--- src/swrc_pkg.sv ---
`timescale 1ns / 1ps
// Shared constants and types for the sliding-window receiver.
// No dependencies; swrc_classify and the top level use this package by scoped names.
package swrc_pkg;

    localparam int DEF_WINDOW_DEPTH = 64;
    localparam int DEF_SEQ_BITS     = 16;

    localparam int FIELD_W   = 16;
    localparam int OUT_DATA_W = 24;

    localparam logic [FIELD_W-1:0] TOTAL_RESET = 16'd20000;

    // Classification of one request against the current window
    typedef struct packed {
        logic flagged;  // beyond window or total, ignore
        logic store;    // inside window, ahead of expected: mark flag
        logic hit;      // equals expected: mark and advance
    } class_t;

endpackage

--- src/swrc_ram.sv ---
`timescale 1ns / 1ps
// Generic simple dual-port RAM: one write port, one read port, registered read.
// No dependencies.
module swrc_ram #(
    parameter int WIDTH = 1,
    parameter int DEPTH = 64
) (
    input  logic                     clk,
    input  logic                     we,
    input  logic [$clog2(DEPTH)-1:0] waddr,
    input  logic [WIDTH-1:0]         wdata,
    input  logic [$clog2(DEPTH)-1:0] raddr,
    output logic [WIDTH-1:0]         rdata
);

    logic [WIDTH-1:0] mem_reg [DEPTH];
    logic [WIDTH-1:0] rdata_reg;

    always_ff @(posedge clk)
    begin
        if (we)
        begin
            mem_reg[waddr] <= wdata;
        end
        rdata_reg <= mem_reg[raddr];
    end

    assign rdata = rdata_reg;

endmodule

--- src/swrc_classify.sv ---
`timescale 1ns / 1ps
// Window classifier: effective total, window compares and ring index of a request.
// Depends on swrc_pkg.
module swrc_classify #(
    parameter int WINDOW_DEPTH = swrc_pkg::DEF_WINDOW_DEPTH,
    parameter int SEQ_BITS     = swrc_pkg::DEF_SEQ_BITS
) (
    input  logic [SEQ_BITS-1:0]              seq,
    input  logic [SEQ_BITS-1:0]              expected,
    input  logic [$clog2(WINDOW_DEPTH)-1:0]  exp_idx,
    input  logic [swrc_pkg::FIELD_W-1:0]     total,
    output swrc_pkg::class_t                 cls,
    output logic [$clog2(WINDOW_DEPTH)-1:0]  idx,
    output logic [SEQ_BITS-1:0]              limit
);

    localparam int IDX_W = $clog2(WINDOW_DEPTH);
    localparam int TW    = (SEQ_BITS > swrc_pkg::FIELD_W) ? SEQ_BITS : swrc_pkg::FIELD_W;
    localparam int SW    = SEQ_BITS + IDX_W + 1;

    logic [TW-1:0]       total_ext;
    logic [TW-1:0]       mask_ext;
    logic [TW-1:0]       limit_ext;
    logic                beyond;
    logic                flagged;
    logic [SEQ_BITS-1:0] diff;
    logic [IDX_W:0]      idx_sum;

    // Cap the completion point so expected never leaves its width
    assign total_ext = TW'(total);
    assign mask_ext  = TW'({SEQ_BITS{1'b1}});
    assign limit_ext = (total_ext < mask_ext) ? total_ext : mask_ext;
    assign limit     = SEQ_BITS'(limit_ext);

    assign beyond  = SW'(seq) >= (SW'(expected) + SW'(WINDOW_DEPTH));
    assign flagged = (seq >= limit) || beyond;

    assign cls.flagged = flagged;
    assign cls.hit     = !flagged && (seq == expected);
    assign cls.store   = !flagged && (seq > expected);

    // Ring slot: offset from expected, wrapped once at the window depth
    assign diff    = seq - expected;
    assign idx_sum = (IDX_W+1)'(exp_idx) + (IDX_W+1)'(diff);
    assign idx     = (idx_sum >= (IDX_W+1)'(WINDOW_DEPTH))
                     ? IDX_W'(idx_sum - (IDX_W+1)'(WINDOW_DEPTH))
                     : IDX_W'(idx_sum);

endmodule

--- src/sliding_window_receiver_cumulative_ack.sv ---
`timescale 1ns / 1ps
// Top level of the sliding-window receiver with cumulative acknowledgment.
// Depends on swrc_pkg, swrc_classify and swrc_ram.
//
//   Channel   Signals                      Direction  Payload
//   -------   --------------------------   ---------  ---------------------------------
//   config    cfg_valid/cfg_ready/cfg_data  in         total_messages [15:0]
//   s         s_tvalid/s_tready/s_tdata     in         received_seq [15:0]
//   m         m_tvalid/m_tready/m_tdata     out        cumulative_ack [15:0],
//                                                     out_of_window [16], transfer_done [17]
//
// Sequence: a request is accepted in the idle state and classified in the check
// state. When it is marked ahead, repeated or flagged, the done state then loads
// its result into the output register; when it is the expected one, the test state
// first advances past every further marked ring entry, one flag RAM read per entry.
// Reset: after rst_n releases, a clearing pass writes every ring entry to zero
// while s_tready stays low; configuration writes are taken.
// Stalls: a held result in the output register does not block acceptance of the
// next request; only the final load waits for m_tready.
module sliding_window_receiver_cumulative_ack #(
    parameter int WINDOW_DEPTH = swrc_pkg::DEF_WINDOW_DEPTH,
    parameter int SEQ_BITS     = swrc_pkg::DEF_SEQ_BITS
) (
    input  logic                              clk,
    input  logic                              rst_n,
    // configuration write channel
    input  logic                              cfg_valid,
    output logic                              cfg_ready,
    input  logic [swrc_pkg::FIELD_W-1:0]      cfg_data,    // [15:0] total_messages
    // request stream
    input  logic                              s_tvalid,
    output logic                              s_tready,
    input  logic [swrc_pkg::FIELD_W-1:0]      s_tdata,     // [15:0] received_seq
    // result stream
    output logic                              m_tvalid,
    input  logic                              m_tready,
    output logic [swrc_pkg::OUT_DATA_W-1:0]   m_tdata      // [15:0] cumulative_ack,
                                                           // [16] out_of_window,
                                                           // [17] transfer_done, rest 0
);

    localparam int IDX_W = $clog2(WINDOW_DEPTH);

    typedef enum logic [4:0] {
        ST_CLEAR = 5'b00001,
        ST_IDLE  = 5'b00010,
        ST_CHECK = 5'b00100,
        ST_TEST  = 5'b01000,
        ST_DONE  = 5'b10000
    } state_t;

    state_t                          state_reg, state_next;
    logic [IDX_W-1:0]                clr_cnt_reg, clr_cnt_next;
    logic [SEQ_BITS-1:0]             seq_reg, seq_next;
    logic [SEQ_BITS-1:0]             expected_reg, expected_next;
    logic [IDX_W-1:0]                exp_idx_reg, exp_idx_next;
    logic [SEQ_BITS-1:0]             last_ack_reg, last_ack_next;
    logic [swrc_pkg::FIELD_W-1:0]    total_reg, total_next;
    logic                            oow_reg, oow_next;
    logic                            m_valid_reg, m_valid_next;
    logic [swrc_pkg::OUT_DATA_W-1:0] m_data_reg, m_data_next;

    swrc_pkg::class_t                cls;
    logic [IDX_W-1:0]                slot_idx;
    logic [SEQ_BITS-1:0]             limit;
    logic [IDX_W-1:0]                exp_inc;

    logic                            ram_we;
    logic [IDX_W-1:0]                ram_waddr;
    logic                            ram_wdata;
    logic                            ram_rdata;

    swrc_classify #(
        .WINDOW_DEPTH (WINDOW_DEPTH),
        .SEQ_BITS     (SEQ_BITS)
    ) u_classify (
        .seq      (seq_reg),
        .expected (expected_reg),
        .exp_idx  (exp_idx_reg),
        .total    (total_reg),
        .cls      (cls),
        .idx      (slot_idx),
        .limit    (limit)
    );

    // Received flags, one bit per ring slot
    swrc_ram #(
        .WIDTH (1),
        .DEPTH (WINDOW_DEPTH)
    ) u_flags (
        .clk   (clk),
        .we    (ram_we),
        .waddr (ram_waddr),
        .wdata (ram_wdata),
        .raddr (exp_inc),
        .rdata (ram_rdata)
    );

    // Slot after the expected one, wrapped at the window depth
    assign exp_inc = (exp_idx_reg == IDX_W'(WINDOW_DEPTH - 1))
                     ? '0 : exp_idx_reg + IDX_W'(1);

    assign cfg_ready = 1'b1;
    assign s_tready  = (state_reg == ST_IDLE);
    assign m_tvalid  = m_valid_reg;
    assign m_tdata   = m_data_reg;

    always_comb
    begin
        state_next    = state_reg;
        clr_cnt_next  = clr_cnt_reg;
        seq_next      = seq_reg;
        expected_next = expected_reg;
        exp_idx_next  = exp_idx_reg;
        last_ack_next = last_ack_reg;
        total_next    = total_reg;
        oow_next      = oow_reg;
        m_valid_next  = m_valid_reg;
        m_data_next   = m_data_reg;
        ram_we        = 1'b0;
        ram_waddr     = exp_idx_reg;
        ram_wdata     = 1'b0;

        if (cfg_valid)
        begin
            total_next = cfg_data;
        end

        // Drop the held result once the sink takes it
        if (m_valid_reg && m_tready)
        begin
            m_valid_next = 1'b0;
        end

        unique case (state_reg)
            ST_CLEAR:
            begin
                ram_we    = 1'b1;
                ram_waddr = clr_cnt_reg;
                if (clr_cnt_reg == IDX_W'(WINDOW_DEPTH - 1))
                begin
                    state_next = ST_IDLE;
                end
                else
                begin
                    clr_cnt_next = clr_cnt_reg + IDX_W'(1);
                end
            end
            ST_IDLE:
            begin
                if (s_tvalid)
                begin
                    seq_next   = SEQ_BITS'(s_tdata);
                    state_next = ST_CHECK;
                end
            end
            ST_CHECK:
            begin
                oow_next = cls.flagged;
                if (cls.hit)
                begin
                    // Consume the expected slot and start reading the next one
                    ram_we        = 1'b1;
                    expected_next = expected_reg + SEQ_BITS'(1);
                    exp_idx_next  = exp_inc;
                    state_next    = ST_TEST;
                end
                else if (cls.store)
                begin
                    ram_we     = 1'b1;
                    ram_waddr  = slot_idx;
                    ram_wdata  = 1'b1;
                    state_next = ST_DONE;
                end
                else
                begin
                    state_next = ST_DONE;
                end
            end
            ST_TEST:
            begin
                // Read data belongs to the slot of expected_reg
                if (ram_rdata && (expected_reg < limit))
                begin
                    ram_we        = 1'b1;
                    expected_next = expected_reg + SEQ_BITS'(1);
                    exp_idx_next  = exp_inc;
                end
                else
                begin
                    last_ack_next = expected_reg - SEQ_BITS'(1);
                    state_next    = ST_DONE;
                end
            end
            ST_DONE:
            begin
                if (!m_valid_reg || m_tready)
                begin
                    m_valid_next = 1'b1;
                    m_data_next  = {6'b0, (expected_reg >= limit), oow_reg,
                                    swrc_pkg::FIELD_W'(last_ack_reg)};
                    state_next   = ST_IDLE;
                end
            end
            default:
            begin
                state_next = ST_CLEAR;
            end
        endcase
    end

    always_ff @(posedge clk or negedge rst_n)
    begin
        if (!rst_n)
        begin
            state_reg    <= ST_CLEAR;
            clr_cnt_reg  <= '0;
            expected_reg <= '0;
            exp_idx_reg  <= '0;
            last_ack_reg <= '0;
            total_reg    <= swrc_pkg::TOTAL_RESET;
            m_valid_reg  <= 1'b0;
        end
        else
        begin
            state_reg    <= state_next;
            clr_cnt_reg  <= clr_cnt_next;
            expected_reg <= expected_next;
            exp_idx_reg  <= exp_idx_next;
            last_ack_reg <= last_ack_next;
            total_reg    <= total_next;
            m_valid_reg  <= m_valid_next;
        end
    end

    always_ff @(posedge clk)
    begin
        seq_reg    <= seq_next;
        oow_reg    <= oow_next;
        m_data_reg <= m_data_next;
    end

endmodule

--- config.mk ---
export PLATFORM = sky130hd
export DESIGN_NAME = sliding_window_receiver_cumulative_ack
export DESIGN_NICKNAME = d
export VERILOG_FILES = /design/src/swrc_pkg.sv /design/src/swrc_ram.sv /design/src/swrc_classify.sv /design/src/sliding_window_receiver_cumulative_ack.sv
export SDC_FILE = /design/constraint.sdc
export NUM_CORES = 1
export LEC_CHECK = 0
export BUFFER_PORTS_ARGS = -buffer_cell sky130_fd_sc_hd__buf_2
export CORE_MARGIN = 2
export CORE_UTILIZATION = 61
export DETAILED_ROUTE_END_ITERATION = 6
export GPL_TIMING_DRIVEN = 0
export PLACE_DENSITY = 0.8
export SYNTH_ARGS = -nofsm -noshare
export SYNTH_HDL_FRONTEND = slang
export SYNTH_HIERARCHICAL = 1
export SYNTH_SLANG_ARGS = --single-unit
--- constraint.sdc ---
create_clock -name clk -period 5.3 [get_ports clk]
set_input_delay 1.06 -clock clk [delete_from_list [all_inputs] [get_ports clk]]
set_output_delay 1.06 -clock clk [all_outputs]
set_load 0.02 [all_outputs]
==> reports/metrics.yaml <==
worstMarginPinSlew_ns: 0.870
io-pin-count: 64
clk_latency_ns: 0.44
antenna_found_initial: 0
mostFrequentLayoutCells: "edfxtp_1, nor2_1, inv_1"
synth_seq_cells: 166
antennaDiodeCount: 0
place_congestion: 0.831
yosysWarningCount: 6
dr.first_iter.drc_count: 345
ys_seq_area_share_pct: 49.7
cts_resized: 3
dpl_cell_area_um2: 9880
clock_skew_ns: 0.0116
drt-pass1-iter-count: 5
syn_area_um2: 9350
start_util_pct: 62.0
cts_inserted_buffers: 17
grt_pass1_vias: 6367
synthFlopType: "edfxtp_1"
fin_area_um2: 10500
gr-usage-all-layers_pct: 24.7
clk_pin_slew_ns: 0.06
status: "finished, final reports clean"
die_w_um: 128
final_max_slew_viol_count: 0
vias_per_cell: 5.76
holdWs_ns: 0.443
postCtsHoldBufs: 0
largest_reg_flops: 64
layout-drive-gt1-share_pct: 18.0
cts_tree: "built"
crit_fanout: 71
timing.final.ws_setup_ns: 0.421
cts_sinks: 166
ant_nets: 0
grt_overflow_total: 0
setup_viol: 0
worstPathRequired_ns: 5.44
critPathArrivalTime_ns: 5.02
htree_levels: 4
end_kind: "flip-flop"
crit_type: "flip-flop to flip-flop"
mostFrequentLayoutCell: "edfxtp_1"
max_cap_viol_count: 0
drc: 0
period_minus_slack_ns: 4.88
cts_max_path_buffers: 2
hpwl_mm: 13.2
cp-start-kind: "flip-flop"
period_share_pct: 92.1
rsz0062_at_grt: "false"
place_ws_ns: -0.332
cts_root_buf: "clkbuf_16"
fmax_ghz: 0.205
peakVddDrop_uv: 336
coreArea_um2: 15100
grt_max_degree: 72
ys_types: 72
rows: 45
synth.avg_cell_area_um2: 11.3
synth_edf_count: 99
async_flop_share_pct: 39.8
die_h_um: 128
port_buffers: 55
wl_per_cell_um: 16.8
syn_inst: 827
hold_class: "flip-flop to flip-flop"
grt_pass1_wl_mm: 31.2
die_area_um2: 16300
max-slew-margin-rel_pct: 41.7
vias: 6372
post_cts_buffers: 0
p_leak_uw: 0.00433
routed_wl_mm: 18.6
hold_violations: 0
p_per_area_nw_per_um2: 317
nNetsFinal: 1017
area_growth_pct: 11.8
[cell type report]
cell class / instances / area, um2
sequential: 166 / 4650
fill: 1135 / 4630
multi-input combinational: 542 / 4200
clock buffer: 18 / 429
timing repair buffer: 55 / 278
inverter: 73 / 274
buffer: 51 / 268
tap: 188 / 235
clock inverter: 14 / 118
[cells in the mapped netlist (all sizes together) (10+ instances only)]
| cell | count | area [um2] |
|---|---|---|
| nor2 | 99 | 372 |
| ha | 69 | 863 |
| nor2b | 10 | 62.6 |
| nand2 | 44 | 175 |
| inv | 73 | 274 |
| mux4 | 17 | 409 |
| nand4 | 14 | 93.8 |
| nand3 | 33 | 178 |
| xor2 | 24 | 210 |
| xnor2 | 27 | 236 |
| edfxtp | 99 | 2970 |
| a21oi | 40 | 200 |
| mux2 | 23 | 278 |
| buf | 19 | 139 |
| o21ai | 13 | 65.1 |
| a211oi | 12 | 100 |
| dfrtp | 60 | 1500 |
| clkbuf | 32 | 120 |
| nor3 | 17 | 85.1 |
[per-stage QoR]
step	TNS, ns	total power, uW	std cells	utilization [%]
2_1_floorplan	0	1990	832	-
3_3_place_gp	-4.53	2150	1075	65.5
3_5_place_dp	-11.43	2170	1075	65.5
4_1_cts	0	3320	1107	69.2
5_1_grt	0	3470	1107	69.3
6_report	0	3310	1107	69.3
[cell families (layout without fill, tap and decap cells)]
| group | after synthesis | in the layout | synth area share (%) |
|---|---|---|---|
| simple gates | 256 | 256 | 13.5 |
| flops | 166 | 166 | 49.7 |
| buf+inv | 124 | 211 | 5.70 |
| compound gates | 112 | 112 | 8.32 |
| fa+ha+maj | 74 | 74 | 10.3 |
| xor+xnor | 51 | 51 | 4.78 |
| mux | 42 | 42 | 7.56 |
| other cells | 2 | 7 | 0.0803 |
[routing by layer]
metal | vias up | global-route usage [%] | routed length [um]
met4 | 0 | 8.21 | 361
met1 | 3136 | 30.1 | 7720
met2 | 126 | 43.7 | 9870
met5 | - | 0 | 0
li1 | 3080 | - | -
met3 | 30 | 5.55 | 697
[worst paths after layout]
path,from,endpoint,slack (ns),depth (start not counted)
max,expected_reg[9],u_flags/mem_reg[5],0.42,17
min,oow_reg,m_tdata[16],0.44,0
max reg2reg,expected_reg[9],u_flags/mem_reg[5],0.42,17
min reg2reg,oow_reg,m_tdata[16],0.44,0
max in group asynchronous,rst_n,expected_reg[8],3.96,1
min in group asynchronous,rst_n,clr_cnt_reg[0],0.71,1
[power breakdown]
group	internal [uW]	leakage (uW)	switching, uW
Clock	611	0.000265	537
Combinational	237	0.00234	414
Sequential	1450	0.00173	58.7
Total	2300	0.00433	1010
[worst max-delay path, cell delays in order, from the launching register on]
cell and delay, ns:
dfrtp_1 0.53, nand3_1 0.17, nor3_2 0.25, nand3_1 0.17
xnor2_1 0.22, ha_1 0.28, a21oi_1 0.14, o21ai_0 0.18
nand2b_1 0.21, nor4b_1 0.41, and3_1 0.27, clkbuf_8 0.37
a22oi_1 0.13, nand2_1 0.08, clkbuf_1 0.35, nor2b_1 0.24
nand3_1 0.34, nor2_1 0.23
(Power assumes the default switching activity.)
